[src/rtl/hcb_ram.sv]
// ----------------------------------------------------------------------------
// hcb_ram
// single write port, single registered read port memory
// ----------------------------------------------------------------------------
module hcb_ram #(
	parameter int DEPTH = 256,
	parameter int WIDTH = 8
) (
	input  logic                     clk,
	input  logic                     we,
	input  logic [$clog2(DEPTH)-1:0] waddr,
	input  logic [WIDTH-1:0]         wdata,
	input  logic [$clog2(DEPTH)-1:0] raddr,
	output logic [WIDTH-1:0]         rdata
);
	logic [WIDTH-1:0] mem [DEPTH];

	always_ff @(posedge clk) begin
		if (we) begin
			mem[waddr] <= wdata;
		end
		rdata <= mem[raddr];
	end
endmodule

[config.mk]
export PLATFORM = sky130hd
export DESIGN_NAME = hcb_ram
export DESIGN_NICKNAME = d
export VERILOG_FILES = /design/src/rtl/hcb_ram.sv
export SDC_FILE = /design/constraint.sdc
export NUM_CORES = 2
export LEC_CHECK = 0
export ABC_CLOCK_PERIOD_IN_PS = 6000
export BUFFER_PORTS_ARGS = -buffer_cell sky130_fd_sc_hd__clkbuf_2
export CORE_ASPECT_RATIO = 0.7
export CORE_MARGIN = 1.5
export CORE_UTILIZATION = 65
export DETAILED_ROUTE_END_ITERATION = 12
export HOLD_SLACK_MARGIN = 0.1
export MAX_ROUTING_LAYER = met4
export PLACE_DENSITY = 0.82
export SLEW_MARGIN = 20
export SYNTH_ARGS = -nofsm -noshare
export SYNTH_HDL_FRONTEND = slang
export SYNTH_SLANG_ARGS = --single-unit
[constraint.sdc]
create_clock -name clk -period 6 [get_ports clk]
set_input_delay 0.6 -clock clk [delete_from_list [all_inputs] [get_ports clk]]
set_output_delay 0.6 -clock clk [all_outputs]
set_load 0.02 [all_outputs]
# After elaboration in Yosys (flattened, before gate mapping)
# Memories as Yosys holds them, arrays and structs flattened. A register that Yosys moved wholly into a read port is not among the register bits.
# Cells that the tools add are included.
word_totals:
  ff_bits: 0
  ram_bits: 2048
  output_inout_bits: 8
  mem_count: 1
classes:
  muxes: 2
memory_table:
  columns: ["name", "depth", "word_bits", "rd", "rd_ports_with_merged_regs", "wr", "line", "source"]
  rows:
  - ["mem", 256, 8, 1, 1, 1, "16", "logic [WIDTH-1:0] mem [DEPTH];"]
op_table:
  columns: ["cell", "count"]
  rows:
  - ["two-way mux 1 bit", 2]

# Longest topological paths before layout
logic_depth:
  ltp_word: 2
  ltp_mapped: 11
  ltp_nobuf: 6

# Least setup slack after synthesis
# OpenSTA, ideal clock, no wires.
synth_timing:
  path_type: "input to register"
  startpoint: "in raddr[0]"
  endpoint: "reg rdata[2], read port of mem"
  setup_ns: 0.131
  t_arrival_ns: 2.407
  setup_slack_ns: 3.462
  stages: 9
  path_cell_list: "buf_6 -> buf_12 -> buf_8 -> buf_2 -> mux4_2 -> a22oi_1 -> a21oi_1 -> nor4_1 -> nor4_2"
synth_lines:
  columns: ["item", "line", "source"]
  rows:
  - ["from (decl)", "13", "input logic [$clog2(DEPTH)-1:0] raddr,"]
  - ["to (decl)", "14", "output logic [WIDTH-1:0] rdata"]

==> qor.yml <==
run_status:
  run_status: "finished clean"
critical_path:
  crit_path_max_incr_delay_ns: 0.78
  critPathSlowestCell: "a221oi_1"
  cp-end-kind: "register"
  crit_fanout: 50
  critPathKind: "in -> reg"
  critPathBufInv: 3
  critPathLaunchType: "input port"
  cpLargestDelayFamily: "compound AO/OA/AOI/OAI gates"
  crit_top_cell: "buf_4"
  cp_cell_sequence: "buf_8 > buf_4 > buf_4 > mux4_2 > a22o_1 > a221oi_1 > o32ai_1 > nor3_1 > nor4_1"
  cp.arrival_ns: 4.68
  cp.required_ns: 6.70
synthesis:
  synthTopCellsByArea: "edfxtp_1 77%, mux4_2 13%, mux2i_1 1.7%, nor2_1 1.3%, a22oi_1 1.3%"
  syn_area_sq_um: 79600
  synth_compound_area_share_pct: 3.42
  synth_xor_area_share_pct: 0
  synth_top_area_cell: "edfxtp_1"
  ys_top_cells_by_count: "2048 x edfxtp_1, 454 x mux4_2, 282 x nor2_1"
  synthAdderAreaFrac_pct: 0
  yosysWarnings: 0
  syn-num-nets: 3759
  synth-edff-count: 2048
  yosys.area_share.simple_pct: 2.63
  ys_types: 55
  avgSynthCellArea_sq_um: 21.3
  synth_mux_area_share_pct: 14.6
  synth_async_sr_flop_share_pct: 0
  synth-seq-area-share_pct: 77.5
  ys_ff_latch: 2056
  postSynthCellCount: 3733
  yosysMostFrequentCell: "edfxtp_1"
  synth_top_family_by_area: "multiplexers"
  synth-main-ff-cell: "edfxtp_1"
  netlist.area_leader.share_pct: 77.3
global_routing:
  grt_start_max_net_pins: 191
  grtUsageTotal_pct: 34.7
  grt_pass1_wl_um: 294000
  grt-ovfl-total: 0
  antenna_found_initial: 6
  grt_pass1_vias: 40435
detailed_routing:
  drt_iter0_drc: 7598
  ant_nets: 0
  dr.pass1.iters: 8
  vias: 41187
  wl_um: 206000
  remaining_drc_errors: 0
  vias_per_cell: 7.37
  wl_per_cell_um: 36.8
place:
  gp_congestion: 0.915
  place_worst_setup_slack_ns: 1.34
  port_buffers: 33
  hpwlAfterDp_um: 116000
power:
  peakVddDrop_uv: 295
  power.leakage_uw: 0.0267
  sw_frac_of_total_pct: 21.9
  p_comb_share_pct: 5.1
  p_clk_share_pct: 39.5
  power-per-cell-area_nw_per_um2: 329
  p_switching_uw: 6270
  p_seq_share_pct: 55.4
  p_int_uw: 22400
run:
  cap_violations: 0
finish:
  area_growth_pct: 9.27
  register_area_sq_um: 61700
  final_layout_size_suffix_gt1_share_pct: 21.4
  fin_nets: 3829
  utilization_pct: 71.5
  multi_input_area_sq_um: 16500
  nFillCells: 6734
cts:
  cts_root_buf: "clkbuf_16"
  cts_resized: 0
  cts_hold_repair.buffers: 0
  cts_tree: "yes"
  clock_path_buffers: 3
  clk_latency_ns: 0.85
  htree_levels: 4
  cts_buffers: 177
  cts.sinks: 2056
  post_cts_buffers: 0
  clk_pin_slew_ns: 0.07
die:
  die_w_um: 421
  die_area_sq_um: 125000
  row_count: 107
  core_area_sq_um: 122000
  die_h_um: 296
  initial_core_util_pct: 65.4
  io-pin-count: 34
timing:
  slew_violations: 0
  setup_slack_ns: 2.02
  setup_violations: 0
  skew_ns: 0.0480
  max_freq_mhz: 251
  post-route-period-util_pct: 66.4
  tightest_slew_ns: 1.17
  post-route-min-period_ns: 3.98
  finalHoldViolCount: 0
  max-slew-margin-rel_pct: 21.9
  rsz0062_at_grt: "no"
  holdWs_ns: 0.306
  tns_ns: 0
worst_hold_path:
  hold_class: "in -> reg"
## worst register-to-register path, stage by stage, from the launching register on
cell	delay, ns
edfxtp_1	0.41
mux4_2	0.51
a22o_1	0.32
a221oi_1	0.78
o32ai_1	0.39
nor3_1	0.65
nor4_1	0.14
## metrics by stage
step | power, uW | instance area, sq um | instances
3_3_place_gp | 17500 | 81300 | 5258
4_1_cts | 28600 | 86900 | 5581
6_report | 28600 | 86900 | 5591
2_1_floorplan | 16900 | 79600 | 3733
3_5_place_dp | 17600 | 81300 | 5258
5_1_grt | 29100 | 86900 | 5588
## cell families (layout without fill, tap and decap cells)
logic type             after synthesis  in the layout
buffers and inverters              235            449
and+or+nand+nor                    466            466
DFF                               2056           2056
other                                0              9
AOI/OAI and AO/OA                  385            385
muxes                              591            591
## placed cells by master, fill, tap and decap left out, types with 28 or more instances in the layout
cell / synthesis / final
clkbuf_1: 111 / 44
a21oi_1: 96 / 96
clkinv_1: 1 / 40
nor2_1: 282 / 279
a22oi_1: 133 / 133
nor2b_1: 31 / 28
clkbuf_16: 0 / 182
buf_4: 27 / 77
nand3_1: 34 / 32
nand2_1: 33 / 33
mux2i_1: 134 / 134
o221ai_1: 46 / 46
clkinv_2: 0 / 28
mux4_2: 454 / 454
edfxtp_1: 2048 / 2048
o22ai_1: 28 / 28
## routing by layer
layer | part of all wire (%) | global-route usage [%] | wire [um] | vias up
li1 | - | - | - | 15821
met1 | 35 | 47.5 | 71700 | 20973
met2 | 45 | 49.5 | 93000 | 3770
met3 | 15 | 10.7 | 31700 | 623
met4 | 4.5 | 14.1 | 9340 | 0
met5 | 0 | - | 0 | -
## flip-flops by register name, indices dropped and copies added (netlist names)
| name | flops |
|---|---|
| mem | 2048 |
| rdata | 8 |
## power by group through the flow
stage / sequential (uW) / combinational, uW / clock (uW)
6_report: 15900 / 1450 / 11300
3_5_place_dp: 16200 / 1390 / 0
4_1_cts: 15900 / 1410 / 11300
2_1_floorplan: 16200 / 769 / 0
3_3_place_gp: 16200 / 1350 / 0
5_1_grt: 15800 / 1490 / 11800
## final timing paths
path,start,end,slack [ns],cells past startpoint
setup reg to reg,mem[192][3],rdata[3],2.65,6
setup / recovery,raddr[0],rdata[3],2.02,9
hold reg to reg,mem[48][0],rdata[0],1.10,5
hold / removal,wdata[5],mem[112][5],0.31,1
## final cells by class
class	count	area share [%]
tap	1635	2.35
clock inverter	93	0.878
antenna	9	0.0259
inverter	2	0.00864
clock buffer	230	5.49
sequential	2056	70.9
multi-input combinational	1442	19.0
timing repair buffer	124	1.32
No activity file was read; power rests on OpenSTA's default activity.
