### config.mk
export PLATFORM = sky130hd
export DESIGN_NAME = hcb_ram2r
export DESIGN_NICKNAME = d
export VERILOG_FILES = /design/src/rtl/hcb_ram2r.sv
export SDC_FILE = /design/constraint.sdc
export NUM_CORES = 2
export LEC_CHECK = 0
export CELL_PAD_IN_SITES_DETAIL_PLACEMENT = 2
export CELL_PAD_IN_SITES_GLOBAL_PLACEMENT = 2
export CORE_MARGIN = 8
export CORE_UTILIZATION = 55
export CTS_CLUSTER_SIZE = 24
export DETAILED_ROUTE_END_ITERATION = 7
export DONT_BUFFER_PORTS = 1
export GPL_ROUTABILITY_DRIVEN = 0
export PLACE_DENSITY_LB_ADDON = 0.1
export SYNTH_ARGS = -nofsm -noshare
export SYNTH_HDL_FRONTEND = slang
export SYNTH_SLANG_ARGS = --single-unit
### constraint.sdc
create_clock -name clk -period 6.1 [get_ports clk]
set_input_delay 1.22 -clock clk [delete_from_list [all_inputs] [get_ports clk]]
set_output_delay 1.22 -clock clk [all_outputs]
set_load 0.005 [all_outputs]
### src/rtl/hcb_ram2r.sv
// ----------------------------------------------------------------------------
// hcb_ram2r
// single write port, two registered read ports memory
// ----------------------------------------------------------------------------
module hcb_ram2r #(
	parameter int DEPTH = 256,
	parameter int WIDTH = 8
) (
	input  logic                     clk,
	input  logic                     we,
	input  logic [$clog2(DEPTH)-1:0] waddr,
	input  logic [WIDTH-1:0]         wdata,
	input  logic [$clog2(DEPTH)-1:0] raddr0,
	output logic [WIDTH-1:0]         rdata0,
	input  logic [$clog2(DEPTH)-1:0] raddr1,
	output logic [WIDTH-1:0]         rdata1
);
	logic [WIDTH-1:0] mem [DEPTH];

	always_ff @(posedge clk) begin
		if (we) begin
			mem[waddr] <= wdata;
		end
		rdata0 <= mem[raddr0];
		rdata1 <= mem[raddr1];
	end
endmodule

==> Word-level counts from Yosys, hierarchy flattened <==
Memory sizes are Yosys's and may differ from the RTL's. A register that Yosys moved wholly into a read port is not among the register bits.
Index checks and enable logic that the tools add are counted.
Widths: inputs -> output; s select.
{ "op_classes": {"n_mux": 2} }
{ "ops": {"columns": ["operator", "count"], "rows": [
  ["$mux 1", 2]
]} }
{ "word_totals": {"inputBits": 34, "n_memories": 1, "register_bits": 0, "ramBits": 2048} }
{ "memory_table": {"columns": ["memory", "depth", "width", "rd", "rd_clocked_by_memory_dff", "write_ports", "line", "source"], "rows": [
  ["mem", 256, 8, 2, 2, 1, "18", "logic [WIDTH-1:0] mem [DEPTH];"]
]} }

==> Logic depth before layout (Yosys ltp) <==
{ "logic_depth": {"ltp_word": 2, "mapped_depth": 12} }

==> Worst setup path before layout <==
No wires, ideal clock.
{ "synth_path": {"kind": "input to register", "start": "input port raddr1[0]", "end": "register rdata1[0] (read register of mem)", "path_buffers": 3, "arrival_time_ns": 3.121, "slack_ns": 2.839, "cell_stages": 9, "required_time_ns": 5.960, "cell_sequence": "buf_4 > buf_6 > buf_2 > mux4_2 > mux4_2 > nand2_1 > a21oi_1 > a21oi_1 > a221oi_2"} }
{ "synth_lines": {"columns": ["element", "line", "source"], "rows": [
  ["from (decl)", "15", "input logic [$clog2(DEPTH)-1:0] raddr1,"],
  ["to (decl)", "16", "output logic [WIDTH-1:0] rdata1"]
]} }

==> metrics.md <==
| Metric | Value |
|---|---|
| Clock sinks | 2064 |
| Clk buf depth | 3 |
| Worst slew margin | -0.480 |
| Crit path time final | 5.33 ns |
| Setup TNS | 0 ns |
| DP HPWL | 212 mm |
| Num CTS Buffers | 214 |
| Ys flop type | edfxtp_1 |
| Post-CTS setup buffers | 0 |
| Post-Route WL | 367 mm |
| Delay-heaviest family, CP | buffers and inverters |
| Bufs and invs on worst path | 3 |
| MaxCap Viol Count | 2 |
| VDD IR max | roughly 270 µV |
| Post-synth ARST share | 0 |
| RSZ-0062 raised after global routing | no |
| Reg2reg path depth | 6 |
| Initial DRT Pass Iterations | 6 |
| Hold depth | 0 |
| Initial Util | 0.552 |
| HP Class | input pin to flip-flop |
| Die ar. | roughly 190000 µm² |
| Synthesized Nets | slightly below 5000 |
| Area growth syn-to-layout | 9.14% |
| Largest net degree at the start of global routing | 555 |
| Final count of negative-setup-slack endpoints | 0 |
| Htree depth | 4 |
| Fillers | about 14000 |
| DR DRC count | 0 |
| Hold-fix buffers, CTS | 0 |
| CTS tree | yes |
| First-pass GRT wire length | a little over 500 mm |
| Post-synth top area cell | edfxtp_1 |
| Critical Path End Type | flip-flop |
| Fin. max-slew vios | about 600 |
| Slew @ Worst Pin | ~2.2 ns |
| Status | finished with violations |
| Worst path max stage delay | 1.03 ns |
| Worst r2r src | mem[94][4] |
| Post-synth EDFFs | 2048 |
| Final Cycle Share | 0.874 |
| Internal reg-to-reg setup slack | about 2.6 ns |
| Die span in x | 436 µm |
| Port Buf Inserts | 0 |
| Die span in y | 436 µm |
| Final net count | 4857 |
| Grt ovf | 0 |
| Vias in the first global route | 61133 |
| Area contributors post-synth | edfxtp_1 63%, mux4_2 24%, mux2i_1 2.4% |
| Post-Syn Area | approximately 97000 µm² |
| Startpoint class of the critical path | input pin |
| Skew final | 0.0391 ns |
| Initial antenna violation count | 28 |
| Avg Inst Size Synth | roughly 20 µm² |
| GRT Util Overall | 0.378 |
| Layout cells sized above 1 | 0.318 |
| Post-synth top area share | 0.634 |
| Failing checks | capacitance limit, slew limit |
| Clk_lat worst skew | just under 0.9 ns |
| Post-DRT Antenna Nets | 0 |
| I/O pin count | 50 |
| Core area | 176000 µm² |
| Clk slew on worst S/H paths | 0.07 ns |
| Slowest cell on crit path | nor3_1 |
| PD cells | 299 nW/µm² |
| Cell variety after synth | 65 |
| Worst Path Required | 6.80 ns |
| Non-filler cells, final | between 7000 and 8000 |
| Max Fclk | 188 MHz |
| Sequential fraction of the synthesis area | 0.637 |
| Most common cell on crit path | buf_16 |
| PostCTS Resize Cnt | 0 |
| Fin. Hold Viols | 0 |
| FF-to-FF End | rdata0[4] |
| DRT iter0 DRCs | 9934 |
| Arr. time, crit path | 6.03 ns |
| Post-Place Cells | roughly 7000 |
| Via/cell ratio | 7.99 |
| Post-Synthesis Cells | 4847 |
| Critical setup path kind | input pin to flip-flop |
| Static leakage | around 0.033 µW |
| Largest fanout on the critical path | between 150 and 200 |
| Placement Rows | 154 |
| HP Start | wdata[5] |
| CP Cell Sequence | buf_16 -> buf_16 -> nand2b_2 -> buf_4 -> o221ai_1 -> o22ai_1 -> o32ai_1 -> nor3_1 -> nor4_1 |
| Worst hold path endpoint | mem[242][5] |
| Synth Warn # | 0 |
| Root buf cell | clkbuf_16 |
| DR WL/cell | 49.9 µm |
| Synthesized flop and latch total | 2064 |
| DR vias | 58858 |
Yosys cell counts (all sizes together), types with 7 or more instances:
library cell     n
o22ai           48
nand4           13
mux2            38
nand2b          11
a221oi          37
clkbuf         137
nor3            21
o221ai          67
nor3b            7
o21ai           37
nand2          114
a22oi           62
a211oi          28
a22o            22
mux2i          236
nor2           299
a21oi           79
a2bb2oi          9
nand3           52
a221o           10
buf            258
edfxtp        2048
mux4          1051
nor4             7
dfxtp           16
o211ai          13
and2            12
nor2b           27
o31ai           11
worst register-to-register path, stage by stage (launching register included):
cell and delay, ns:
edfxtp_1 0.40, mux4_2 0.47, a22o_1 0.26, a221oi_1 0.71, o32ai_1 0.34, nor3_1 1.03
nor4_1 0.15
registers in the layout, indices dropped and copies added, names as in the netlist:
name    count
mem      2048
rdata0      8
rdata1      8
cell type report:
type / count / area [µm²] / area share
sequential: 2064 / 61800 / 0.584
multi-input combinational: 2382 / 32500 / 0.307
clock buffer: 260 / 5630 / 0.0532
tap: 2340 / 2930 / 0.0277
clock inverter: 138 / 1530 / 0.0144
timing repair buffer: 155 / 1320 / 0.0124
antenna: 19 / 47.5 / 0.000449
inverter: 6 / 26.3 / 0.000248
stage by stage:
step	worst slack (ns)	util	instance area [µm²]	hold WS [ns]	total power [µW]
after floorplan	2.84	-	97000	0.816	17500
after global placement	1.30	0.560	98400	0.954	17700
after detailed placement	1.34	0.560	98400	1.05	17800
after CTS	2.14	0.601	106000	0.455	31400
after global routing	0.838	0.602	106000	0.436	32100
final	0.772	0.602	106000	0.458	31700
logic make-up (layout without fill, tap and decap cells):
logic type      count (synthesis)  after routing  synth area share
compound gates                466            466            0.0354
buf+inv                       401            559            0.0273
flops                        2064           2064             0.637
mux                          1325           1325             0.273
other cells                     0             19                 0
simple gates                  591            591            0.0270
power breakdown:
part	internal [µW]	total [µW]	switching [µW]	leakage, µW
Combinational	962	2100	1140	0.0107
Clock	7870	13900	6000	0.00349
Sequential	15600	15700	83.3	0.0185
layout by cell type, fill, tap and decap left out, types with 21 or more instances in the layout:
| cell | count |
|---|---|
| edfxtp_1 | 2048 |
| mux4_2 | 1051 |
| nor2_1 | 296 |
| mux2i_1 | 236 |
| clkbuf_16 | 218 |
| buf_4 | 147 |
| nand2_1 | 114 |
| a21oi_1 | 79 |
| o221ai_1 | 65 |
| a22oi_1 | 62 |
| nand3_1 | 49 |
| o22ai_1 | 48 |
| clkinv_2 | 45 |
| clkbuf_1 | 40 |
| clkinv_1 | 39 |
| mux2_2 | 38 |
| o21ai_0 | 34 |
| a221oi_1 | 32 |
| bufinv_16 | 31 |
| a211oi_1 | 28 |
| nor2b_1 | 26 |
| a22o_1 | 22 |
| nor3_1 | 21 |
layer usage:
layer	routed length, µm	track usage	share of wire
met1	126000	0.491	0.34
met2	172000	0.588	0.47
met3	45300	0.106	0.12
met4	23700	0.202	0.064
met5	138	0	0.00038
worst max path at each step:
stage               cells after the start  slack [ns]       from        end
finish                                  9        0.77  raddr0[1]  rdata0[4]
global route                            8        0.84  raddr1[0]  rdata1[5]
detailed placement                      5        1.34  raddr0[0]  rdata0[7]
global placement                        7        1.30  raddr1[1]  rdata1[6]
CTS                                     6        2.14  raddr1[0]  rdata1[5]
floorplan                               9        2.84  raddr1[0]  rdata1[0]
Power figures use the tool's default switching activity.
